## src/design/assert_macros.svh

```systemverilog
// Assertion macros used by the top-level design file.
`ifndef ASSERT_MACROS_SVH
`define ASSERT_MACROS_SVH
// Implication checked on every rising clock edge outside reset.
`define CHK_IMPLY(label, clk, rst_n, a, b) \
  label: assert property (@(posedge clk) disable iff (!rst_n) (a) |-> (b)) \
    else $error("check failed");
// Next-cycle implication checked outside reset.
`define CHK_NEXT(label, clk, rst_n, a, b) \
  label: assert property (@(posedge clk) disable iff (!rst_n) (a) |=> (b)) \
    else $error("check failed");
`endif

```

## src/design/fuan_pkg.sv

```systemverilog
// Package: shared types and constants of the flow-updating averaging node.
package fuan_pkg;
  localparam int MaxNeighbors = 16;
  localparam int DataWidth    = 32;
  localparam int IdxW         = 4;
  localparam int CntW         = 5;

  localparam logic OP_MSG  = 1'b0;
  localparam logic OP_TICK = 1'b1;

  localparam logic [CntW-1:0] REG_NODE_VALUE = 5'd0;
  localparam logic [CntW-1:0] REG_NBR_COUNT  = 5'd1;

  typedef struct packed {
    logic              opcode;
    logic [IdxW-1:0]   neighbor_index;
    logic signed [31:0] msg_flow;
    logic signed [31:0] msg_estimate;
  } in_item_t;

  typedef struct packed {
    logic [IdxW-1:0]    out_neighbor;
    logic signed [31:0] out_flow;
    logic signed [31:0] out_estimate;
    logic               last;
  } out_item_t;
endpackage

```

## src/design/fuan_divider.sv

```systemverilog
// Module: restoring divider, one quotient bit per cycle, magnitude only.
module fuan_divider import fuan_pkg::*; #(
  parameter int NW = 72,
  parameter int DW = 8
) (
  input  logic          clk,
  input  logic          rst_n,
  input  logic          start,
  input  logic [NW-1:0] num,
  input  logic [DW-1:0] den,
  output logic          done,
  output logic [NW-1:0] quo
);
  localparam int CW = $clog2(NW + 1);
  logic [NW-1:0] q_r, q_nxt;
  logic [DW:0]   rem_r, rem_nxt;
  logic [DW-1:0] den_r;
  logic [CW-1:0] cnt_r, cnt_nxt;
  logic          busy_r, busy_nxt, done_r, done_nxt;
  logic [DW:0]   trial;

  always_comb begin
    q_nxt = q_r; rem_nxt = rem_r; cnt_nxt = cnt_r;
    busy_nxt = busy_r; done_nxt = 1'b0;
    trial = {rem_r[DW-1:0], q_r[NW-1]};
    if (start) begin
      q_nxt = num; rem_nxt = '0; cnt_nxt = CW'(NW); busy_nxt = 1'b1;
    end else if (busy_r) begin
      if (trial >= {1'b0, den_r}) begin
        rem_nxt = trial - {1'b0, den_r};
        q_nxt = {q_r[NW-2:0], 1'b1};
      end else begin
        rem_nxt = trial;
        q_nxt = {q_r[NW-2:0], 1'b0};
      end
      cnt_nxt = cnt_r - 1'b1;
      if (cnt_r == CW'(1)) begin
        busy_nxt = 1'b0; done_nxt = 1'b1;
      end
    end
  end

  always_ff @(posedge clk) begin
    if (!rst_n) begin
      busy_r <= 1'b0; done_r <= 1'b0; cnt_r <= '0;
    end else begin
      busy_r <= busy_nxt; done_r <= done_nxt; cnt_r <= cnt_nxt;
    end
    q_r <= q_nxt; rem_r <= rem_nxt;
    if (start) den_r <= den;
  end

  assign done = done_r;
  assign quo  = q_r;
endmodule

```

## src/design/flow_updating_average_node.sv

```systemverilog
// Module: top level of one flow-updating averaging node with its sequencer.
// A message transfer stores the sender's flow and estimate, and the input
// stays ready. A round tick runs a sequencer over one shared adder. A pass
// over all MAX_NEIGHBORS slots sums the kept flows. Then comes one result
// transfer per neighbor in use, each waiting for out_ready. A pass forms the
// new flows and sums the estimates. The average comes from a bit-serial
// divide. Last, an update pass runs over all slots. in_ready stays low from
// the tick transfer until the sequencer is idle again, output stalls
// included. The flow and message stores and their flags are clear after
// reset; no clearing pass is needed.
module flow_updating_average_node import fuan_pkg::*; (
  input  logic      clk,
  input  logic      rst_n,
  input  logic      in_valid,
  output logic      in_ready,
  input  in_item_t  in_data,
  output logic      out_valid,
  input  logic      out_ready,
  output out_item_t out_data,
  input  logic      cfg_we,
  input  logic [CntW-1:0] cfg_index,
  input  logic [31:0] cfg_wdata
);
  `include "assert_macros.svh"

  localparam int MAX_NEIGHBORS = MaxNeighbors;
  localparam int DATA_WIDTH    = DataWidth;
  localparam int NI = (MAX_NEIGHBORS > 1) ? $clog2(MAX_NEIGHBORS) : 1;
  localparam int SW = DATA_WIDTH + 8;    // wide accumulator
  localparam int QW = SW;
  localparam int DVW = 8;
  localparam logic signed [SW-1:0] SMAX = SW'((64'sd1 <<< (DATA_WIDTH-1)) - 1);
  localparam logic signed [SW-1:0] SMIN = -SMAX - SW'(1);

  typedef enum logic [7:0] {
    ST_IDLE = 8'b0000_0001, ST_SUM = 8'b0000_0010, ST_EMIT = 8'b0000_0100,
    ST_FORM = 8'b0000_1000, ST_ES   = 8'b0001_0000, ST_DIV  = 8'b0010_0000,
    ST_UPD  = 8'b0100_0000, ST_WAIT = 8'b1000_0000
  } state_t;

  state_t state_r, state_nxt;
  logic signed [DATA_WIDTH-1:0] node_value_r;
  logic [CntW-1:0] count_r;
  logic signed [DATA_WIDTH-1:0] flow_r [MAX_NEIGHBORS];
  logic signed [DATA_WIDTH-1:0] rflow_r [MAX_NEIGHBORS];
  logic signed [DATA_WIDTH-1:0] rest_r [MAX_NEIGHBORS];
  logic signed [DATA_WIDTH-1:0] nf_r [MAX_NEIGHBORS];
  logic [MAX_NEIGHBORS-1:0] fpres_r, rvalid_r, np_r;
  logic [NI:0] idx_r;
  logic [NI-1:0] ix;
  logic signed [SW-1:0] acc_r, tot_r;
  logic signed [DATA_WIDTH-1:0] e0_r, avg_r;
  logic [NI:0] n_eff;
  logic div_start, div_done;
  logic [QW-1:0] div_quo, div_num;
  logic div_go_r;

  // Saturate a wide signed value to the data width.
  function automatic logic signed [DATA_WIDTH-1:0] sat(input logic signed [SW-1:0] v);
    if (v > SMAX) return SMAX[DATA_WIDTH-1:0];
    if (v < SMIN) return SMIN[DATA_WIDTH-1:0];
    return v[DATA_WIDTH-1:0];
  endfunction

  assign ix = idx_r[NI-1:0];
  assign n_eff = (count_r > CntW'(MAX_NEIGHBORS)) ? (NI+1)'(MAX_NEIGHBORS)
                                                   : (NI+1)'(count_r);

  // Shared adder operand selection.
  logic signed [SW-1:0] add_a, add_b, add_y, cur_nf, cur_ne;
  logic cur_np;
  always_comb begin
    cur_np = rvalid_r[ix] | fpres_r[ix];
    cur_nf = rvalid_r[ix] ? -SW'(rflow_r[ix]) : SW'(flow_r[ix]);
    if (cur_nf > SMAX) cur_nf = SMAX;
    if (!cur_np) cur_nf = '0;
    cur_ne = rvalid_r[ix] ? SW'(rest_r[ix]) : SW'(e0_r);
    add_a = acc_r; add_b = '0;
    case (state_r)
      ST_SUM:  add_b = fpres_r[ix] ? SW'(flow_r[ix]) : '0;
      ST_FORM: add_b = cur_nf;
      ST_ES:   add_b = SW'(sat(SW'(node_value_r) - acc_r));
      ST_UPD:  begin
        add_a = SW'(nf_r[ix]) + SW'(avg_r);
        add_b = -SW'(rest_r[ix]);
        if (!rvalid_r[ix]) add_b = -SW'(e0_r);
      end
      default: add_b = '0;
    endcase
    add_y = add_a + add_b;
  end

  // Divide the magnitude of the registered total; the sign is put back after.
  assign div_num = tot_r[SW-1] ? QW'(-tot_r) : QW'(tot_r);
  logic [DVW-1:0] den;
  assign den = DVW'(n_eff) + DVW'(1);

  // Second accumulator for the estimate total, kept apart from acc.
  logic signed [SW-1:0] est_r;

  fuan_divider #(.NW(QW), .DW(DVW)) u_div (
    .clk(clk), .rst_n(rst_n), .start(div_start),
    .num(div_num + QW'(den >> 1)), .den(den), .done(div_done), .quo(div_quo)
  );

  assign in_ready  = (state_r == ST_IDLE);
  assign out_valid = (state_r == ST_EMIT);
  always_comb begin
    out_data.out_neighbor = IdxW'(idx_r);
    out_data.out_flow     = 32'(fpres_r[ix] ? flow_r[ix] : '0);
    out_data.out_estimate = 32'(e0_r);
    out_data.last         = (idx_r + 1'b1 == n_eff);
  end

  // Start the divide from a flag registered together with the total.
  assign div_start = div_go_r;

  always_comb begin
    state_nxt = state_r;
    case (state_r)
      ST_IDLE: if (in_valid && in_data.opcode == OP_TICK) state_nxt = ST_SUM;
      ST_SUM:  if (idx_r == (NI+1)'(MAX_NEIGHBORS - 1))
                 state_nxt = (n_eff == '0) ? ST_FORM : ST_EMIT;
      ST_EMIT: if (out_ready && idx_r + 1'b1 == n_eff) state_nxt = ST_FORM;
      ST_FORM: if (n_eff == '0 || idx_r + 1'b1 == n_eff) state_nxt = ST_ES;
      ST_ES:   state_nxt = ST_DIV;
      ST_DIV:  if (div_done) state_nxt = ST_UPD;
      ST_UPD:  if (idx_r == (NI+1)'(MAX_NEIGHBORS - 1)) state_nxt = ST_WAIT;
      ST_WAIT: state_nxt = ST_IDLE;
      default: state_nxt = ST_IDLE;
    endcase
  end

  always_ff @(posedge clk) begin
    if (!rst_n) begin
      state_r <= ST_IDLE; node_value_r <= '0; count_r <= CntW'(1);
      fpres_r <= '0; rvalid_r <= '0; np_r <= '0; idx_r <= '0;
      div_go_r <= 1'b0;
      for (int i = 0; i < MAX_NEIGHBORS; i++) begin
        flow_r[i] <= '0; rflow_r[i] <= '0; rest_r[i] <= '0;
      end
    end else begin
      state_r <= state_nxt;
      div_go_r <= (state_r == ST_ES);
      if (cfg_we && cfg_index == REG_NODE_VALUE)
        node_value_r <= DATA_WIDTH'(signed'(cfg_wdata));
      if (cfg_we && cfg_index == REG_NBR_COUNT) count_r <= cfg_wdata[CntW-1:0];
      case (state_r)
        ST_IDLE: begin
          idx_r <= '0; acc_r <= '0;
          // Store a message and mark it received.
          if (in_valid && in_data.opcode == OP_MSG
              && 32'(in_data.neighbor_index) < 32'(MAX_NEIGHBORS)) begin
            rflow_r[NI'(in_data.neighbor_index)] <= DATA_WIDTH'(in_data.msg_flow);
            rest_r[NI'(in_data.neighbor_index)]  <= DATA_WIDTH'(in_data.msg_estimate);
            rvalid_r[NI'(in_data.neighbor_index)] <= 1'b1;
          end
        end
        ST_SUM: begin
          acc_r <= add_y;
          idx_r <= idx_r + 1'b1;
          if (idx_r == (NI+1)'(MAX_NEIGHBORS - 1)) begin
            e0_r <= sat(SW'(node_value_r) - add_y);
            idx_r <= '0;
          end
        end
        ST_EMIT: if (out_ready) begin
          idx_r <= (idx_r + 1'b1 == n_eff) ? '0 : idx_r + 1'b1;
          if (idx_r + 1'b1 == n_eff) begin acc_r <= '0; est_r <= '0; end
        end
        ST_FORM: begin
          if (state_r == ST_FORM && n_eff == '0) begin
            acc_r <= '0; est_r <= '0;
          end else begin
            acc_r <= add_y;
            nf_r[ix] <= cur_nf[DATA_WIDTH-1:0];
            np_r[ix] <= cur_np;
            est_r <= est_r + cur_ne;
            idx_r <= (idx_r + 1'b1 == n_eff) ? '0 : idx_r + 1'b1;
          end
        end
        ST_ES: begin
          tot_r <= est_r + SW'(sat(SW'(node_value_r) - acc_r));
        end
        ST_DIV: if (div_done) begin
          avg_r <= sat(tot_r[SW-1] ? -SW'(div_quo) : SW'(div_quo));
          idx_r <= '0;
        end
        ST_UPD: begin
          if (idx_r < n_eff && np_r[ix]) begin
            flow_r[ix] <= sat(add_y); fpres_r[ix] <= 1'b1;
          end else begin
            flow_r[ix] <= '0; fpres_r[ix] <= 1'b0;
          end
          idx_r <= idx_r + 1'b1;
          if (idx_r == (NI+1)'(MAX_NEIGHBORS - 1)) begin
            idx_r <= '0; rvalid_r <= '0; np_r <= '0;
          end
        end
        default: ;
      endcase
    end
  end

  `CHK_IMPLY(a_out_only_emit, clk, rst_n, out_valid, state_r == ST_EMIT)
  `CHK_NEXT(a_tick_starts, clk, rst_n, in_valid && in_ready && in_data.opcode == OP_TICK,
            state_r == ST_SUM)
  `CHK_IMPLY(a_idx_range, clk, rst_n, state_r == ST_EMIT, idx_r < n_eff)
endmodule

```

## config.mk

```make
export PLATFORM = sky130hd
export DESIGN_NAME = flow_updating_average_node
export DESIGN_NICKNAME = d
export VERILOG_FILES = /design/src/design/fuan_pkg.sv /design/src/design/fuan_divider.sv /design/src/design/flow_updating_average_node.sv
export VERILOG_INCLUDE_DIRS = /design/src /design/src/design
export SDC_FILE = /design/constraint.sdc
export NUM_CORES = 2
export LEC_CHECK = 0
export BUFFER_PORTS_ARGS = -buffer_cell sky130_fd_sc_hd__buf_2
export CAP_MARGIN = 20
export CORE_ASPECT_RATIO = 1.25
export CORE_MARGIN = 2
export CORE_UTILIZATION = 25
export CTS_CLUSTER_DIAMETER = 150
export DETAILED_ROUTE_END_ITERATION = 10
export SLEW_MARGIN = 20
export SYNTH_ARGS = -nofsm -noshare
export SYNTH_HDL_FRONTEND = slang
export SYNTH_SLANG_ARGS = --single-unit
export TNS_END_PERCENT = 10
```

## constraint.sdc

```tcl
create_clock -name clk -period 12.35 [get_ports clk]
set_input_delay 0.6175 -clock clk [delete_from_list [all_inputs] [get_ports clk]]
set_output_delay 0.6175 -clock clk [all_outputs]
set_load 0.01 [all_outputs]
```

### Word-level counts from Yosys, hierarchy flattened

Memories as Yosys holds them, arrays and structs flattened. A register that Yosys moved wholly into a read port is not among the register bits.
Cells that the tools add are included.

* bits in writable memories: 2048
* output and inout port bits: 71
* memories: 4
* ROM bits: 0
* bits in latches: 0
* bits of input ports: 111
* logic and storage cells: 272
* flip-flop bits (word level): 347

Memory list
* flow_r: words 16, width 32, rd ports 1, clocked after Yosys merged registers in 1, wr ports 16, line flow_updating_average_node.sv:44 `logic signed [DATA_WIDTH-1:0] flow_r [MAX_NEIGHBORS];`
* nf_r: words 16, width 32, rd ports 1, clocked after Yosys merged registers in 1, wr ports 1, line flow_updating_average_node.sv:47 `logic signed [DATA_WIDTH-1:0] nf_r [MAX_NEIGHBORS];`
* rest_r: words 16, width 32, rd ports 1, clocked after Yosys merged registers in 1, wr ports 16, line flow_updating_average_node.sv:46 `logic signed [DATA_WIDTH-1:0] rest_r [MAX_NEIGHBORS];`
* rflow_r: words 16, width 32, rd ports 1, clocked after Yosys merged registers in 1, wr ports 16, line flow_updating_average_node.sv:45 `logic signed [DATA_WIDTH-1:0] rflow_r [MAX_NEIGHBORS];`

* $lt $le $gt $ge: 16
* multipliers: 0
* $add $sub $neg: 16
* bitwise logic cells: 9
* reduce and logical (&&, ||, !) cells: 33
* div/mod/pow operators: 0
* equal/unequal tests: 21
* shift-type cells: 0
* multiplexer cells: 153

Operators by type and width (count)
* 32-bit two-way mux: 28
* 40-bit two-way mux: 15
* 40-bit one-hot mux with 4 select lines: 2
* 40-bit by 32-bit > comparator with 1-bit output, second input constant: 5
* 40-bit by 32-bit < comparator with 1-bit output, second input constant: 4
* 32-bit negator with 40-bit output: 3
* 32-bit OR reduction: 3
* 40-bit adder: 2
* 40-bit negator: 2
* 40-bit one-hot mux with 2 select lines: 1
* 32-bit by 40-bit subtractor with 40-bit output: 2
* 1-bit two-way mux: 66
* 16-bit two-way mux: 4
* 16-bit one-hot mux with 2 select lines: 2
* 8-bit two-way mux: 7
* 8-bit one-hot mux with 7 select lines: 1
* 4-bit two-way mux: 12
* 40-bit by 32-bit adder with 40-bit output: 1
* 40-bit by 5-bit adder with 40-bit output: 1
* 32-bit by 32-bit adder with 33-bit output: 1
* 16-bit OR: 2
* 5-bit two-way mux: 6
* 5-bit one-hot mux with 5 select lines: 1
* 16-bit AND: 1
* 41 further kinds: 76

### Longest topological paths before layout

* word-level depth: 26
* gate-level depth with buffers: 54
* mapped depth without buffers: 44

### By module

A second synthesis with hierarchy kept.

* cell total of the unflattened synthesis: 9101
* area, all modules: 122039.5 um^2

By module, submodules not included
* flow_updating_average_node: sequential area each 69086.3 um^2, cells each 8877, area each 119041.7 um^2, instances 1
* fuan_divider: sequential area each 1761.7 um^2, cells each 224, area each 2997.9 um^2, instances 1

### Worst setup path before layout

OpenSTA, ideal clock, no wires.

* path kind: flip-flop to flip-flop
* start point: reg (tool-made name)
* end point: reg e0_r[5], data pin
* period minus slack after synthesis: 12.162 ns
* data required time: 12.086 ns
* path slack: 0.188 ns
* data arrival time: 11.898 ns
* stages on the path, launching flop included: 53
* setup time: 0.264 ns
* path buffers: 13
* cells stage by stage: dfxtp_1 -> clkbuf_1 -> clkbuf_1 -> buf_1 -> clkbuf_1 -> buf_1 -> clkbuf_1 -> clkbuf_1 -> clkbuf_1 -> buf_1 -> buf_1 -> nand2_1 -> o21ai_0 -> ha_1 -> nand3_1 -> nor2_1 -> or3b_2 -> nor4_1 -> [17 not listed] -> a21oi_1 -> xor2_1 -> clkbuf_1 -> ha_1 -> a21o_1 -> a211oi_1 -> nand2_1 -> o21ai_0 -> a31oi_1 -> a41oi_1 -> o21ai_0 -> a21o_1 -> a21oi_1 -> o21ai_0 -> xnor3_2 -> a21oi_4 -> buf_6 -> o31ai_2

RTL lines
* end signal, assigned: line flow_updating_average_node.sv:163 `e0_r <= sat(SW'(node_value_r) - add_y);`
* end, declared: line flow_updating_average_node.sv:52 `logic signed [DATA_WIDTH-1:0] e0_r, avg_r;`

==> impl_metrics.toml <==
[status]
status = "complete, no violations"

[hold_path]
hold_path_end = "node_value_r[7]"
min_delay_path_depth = 3
hold_path.startpoint = "cfg_wdata[7]"
min_path_type = "in -> reg"

[pwr]
p_switching_mw = 5.79
combPwrFrac_pct = 15.6
ir_drop_mv = 0.102
p_leak_nw = 47.7
swShare_pct = 28.0
power_density_mw_per_mm2 = 149
seq_power_share_pct = 45.3
p_int_mw = 14.9
power.share.clock_pct = 39.1

[synthesis]
yosys.area.top_type = "edfxtp_1"
ys_top_cells_by_area = "edfxtp_1 57%, mux4_2 11%, and2_1 5.7%, o21ai_0 2.8%, ha_1 2.7%"
synth_cells = 8900
synth_top_area_share_pct = 56.9
ys_seq_elements = 2397
ys_warn_count = 0
yosysMostFrequentCell = "edfxtp_1"
synth_commonest_cells = "2278 x edfxtp_1, 1096 x and2_1, 661 x o21ai_0, 611 x mux4_2, 545 x nor2_1"
ys_seq_area_share_pct = 58.9
avgSynthCellArea_um2 = 13.5
synth-main-ff-cell = "edfxtp_1"
synth_edf_count = 2278
synth_area_mm2 = 0.120
ys_types = 97
async_flop_share_pct = 0

[detailed_routing]
wl_um = 428000
drc = 0
ant_nets = 0
avgRoutedWirePerCell_um = 27.4
drt_iter0_drc = 9144
viasPerCell = 5.07
drt_first_pass_iters = 10
dr_total_vias = 79100

[timing]
tns_ns = 0
finalMaxSlewViolations = 0
relSlewSlack_pct = 16.1
finalSetupViolCount = 0
tightestPinTransition_ns = 1.24
fin_crit_sh_pct = 94.5
min_period_ns = 11.67
setup_slack_ns = 0.680
finalHoldViolCount = 0
finClkSkew_ns = 0.0496
fmax_mhz = 85.7
rsz0062_at_grt = "false"

[clock_tree]
clockBufferDepth = 4
clk_pin_slew_ns = 0.06
cts.sinks = 2397
htreeDepth = 5
root_buffer = "clkbuf_16"
cts_buffers = 275
insertion_delay_ns = 0.93
cts_tree = "done"

[placement]
dp_hpwl_um = 283000
place.gp.congestion = 0.994
dp_slack_ns = 0.439
port-buffer-count = 181

[global_route]
grt_pass1_vias = 77300
grt_usage_pct = 17.0
antenna_found_initial = 92
grt-ovfl-total = 0
grt_pass1_wl_um = 593000
grt_max_degree = 106

[floorplanning]
core_mm2 = 0.479
rows = 284
start_util_pct = 25.1
die_h_um = 779
dieArea_mm2 = 0.486
boundaryPins = 182
die_w_um = 624

[worst_setup_path]
crit_family = "compound AO/OA/AOI/OAI gates"
crit_fanout = 31
slowest_delay_ns = 0.67
critPathCaptureType = "flip-flop"
crit_required_ns = 13.00
critPathLaunchType = "flip-flop"
crit_arrival_ns = 12.32
r2r_cells = 44
reg2reg_to = "e0_r[4]"
r2r_slack_ns = 0.68
crit_slowest_cell = "or4b_2"
crit_buf_inv = 6
cp_common_cell = "o21ai_0"
setup.worst_path.class = "reg -> reg"

[finish]
num-nets-final = 9446
fillers = 47800
drive_above_1_share_pct = 18.3
area_growth_pct = 15.4

[flow_run]
drv_cap = 0
-- worst reg2reg max path: cells and delay by family (launching register included) --
| kind | cells | cell delay, ns |
|---|---|---|
| AO/OA/AOI/OAI | 24 | 5.17 |
| AND/OR/NAND/NOR | 8 | 2.61 |
| buffers and inverters | 6 | 1.18 |
| adder cells (fa/ha/maj) | 3 | 0.78 |
| flip-flops | 1 | 0.58 |
| XOR/XNOR | 2 | 0.56 |
| multiplexers | 1 | 0.55 |
-- repair_timing --
item	in CTS	in global routing
hold buffers	26	0
endpoints found under the setup margin	0	31
buffers inserted	0	2
resized for setup	0	4
hold endpoints to repair	27	0
-- worst max-delay path by stage --
stage / start / endpoint / slack (ns) / cells past startpoint
after global routing: flip-flop / e0_r[29] / 0.04 / 45
final: flip-flop / e0_r[4] / 0.68 / 44
after detailed placement: flip-flop / e0_r[4] / 0.44 / 43
after floorplan: flip-flop / e0_r[5] / 0.19 / 52
after CTS: flip-flop / e0_r[29] / 0.40 / 43
after global placement: flip-flop / e0_r[4] / 0.56 / 43
-- cell type report --
type	count	area (um2)	share of cell area, %
Antenna cell	36	90.1	0.0650
Clock buffer	335	7250	5.23
Clock inverter	157	1490	1.08
Inverter	160	601	0.433
Multi-Input combinational cell	5733	46900	33.8
Sequential cell	2397	70800	51.1
Tap cell	6292	7870	5.68
Timing Repair Buffer	502	3610	2.60
-- cell usage in the layout (no fill, tap or decap), types with 36 or more instances in the layout --
cell / instances
a211oi_1: 61
a21o_1: 117
a21oi_1: 364
a31oi_1: 36
and2_1: 1096
buf_2: 180
buf_4: 278
clkbuf_1: 50
clkbuf_16: 279
clkinv_1: 60
clkinv_2: 40
dfxtp_1: 114
diode_2: 36
edfxtp_1: 2278
ha_1: 258
inv_1: 156
mux2_2: 44
mux2i_1: 42
mux4_2: 611
nand2_1: 473
nand2b_1: 60
nand3_1: 102
nand4_1: 43
nor2_1: 506
nor2b_1: 51
nor3_1: 126
o211ai_1: 47
o21a_1: 37
o21ai_0: 627
or3_1: 50
xnor2_1: 195
xor2_1: 192
-- registers in the layout, summed over array words and instances (netlist names), 6 cells and up, named ones only --
register	count
acc_r	40
avg_r	32
e0_r	32
est_r	40
flow_r	512
nf_r	512
node_value_r	32
np_r	16
rest_r	512
rflow_r	512
rvalid_r	16
state_r	8
tot_r	40
u_div.cnt_r	6
u_div.den_r	6
u_div.quo	40
u_div.rem_r	8
-- cells by family after synthesis --
| kind of cell | synth area share, % |
|---|---|
| mux | 12.4 |
| other cells | 0.00312 |
| compound gates | 8.27 |
| xor+xnor | 2.92 |
| simple gates | 12.0 |
| flops | 58.9 |
| fa+ha+maj | 2.82 |
| buf+inv | 2.69 |
-- metal layers --
layer	track usage [%]	vias to the layer above	routed length (um)	part of all wire, %
li1	-	34000	-	-
met1	20.0	40400	156000	36
met5	0	-	218	0.051
met3	4.41	871	40800	9.5
met4	10.1	36	29700	6.9
met2	28.1	3813	201000	47
-- power by group through the flow --
stage	registers (mW)	clock network, mW	logic [mW]
detailed placement	9.53	0	3.15
finish	9.36	8.09	3.22
global route	9.38	8.49	3.39
floorplan	9.49	0	1.95
global placement	9.52	0	3.14
CTS	9.36	8.18	3.17
-- metrics by stage --
step | cells | hold WS [ns] | instance area (um2) | power [mW] | util, %
after floorplan | 8901 | 0.432 | 120000 | 11.4 | -
after global placement | 15100 | 0.443 | 129000 | 12.7 | 27.0
after detailed placement | 15100 | 0.449 | 129000 | 12.7 | 27.0
after CTS | 15600 | 0.00340 | 138000 | 20.7 | 28.9
after global routing | 15600 | 0.0575 | 139000 | 21.3 | 29.0
final | 15600 | 0.0367 | 139000 | 20.7 | 29.0
No activity file was read; power rests on OpenSTA's default activity.
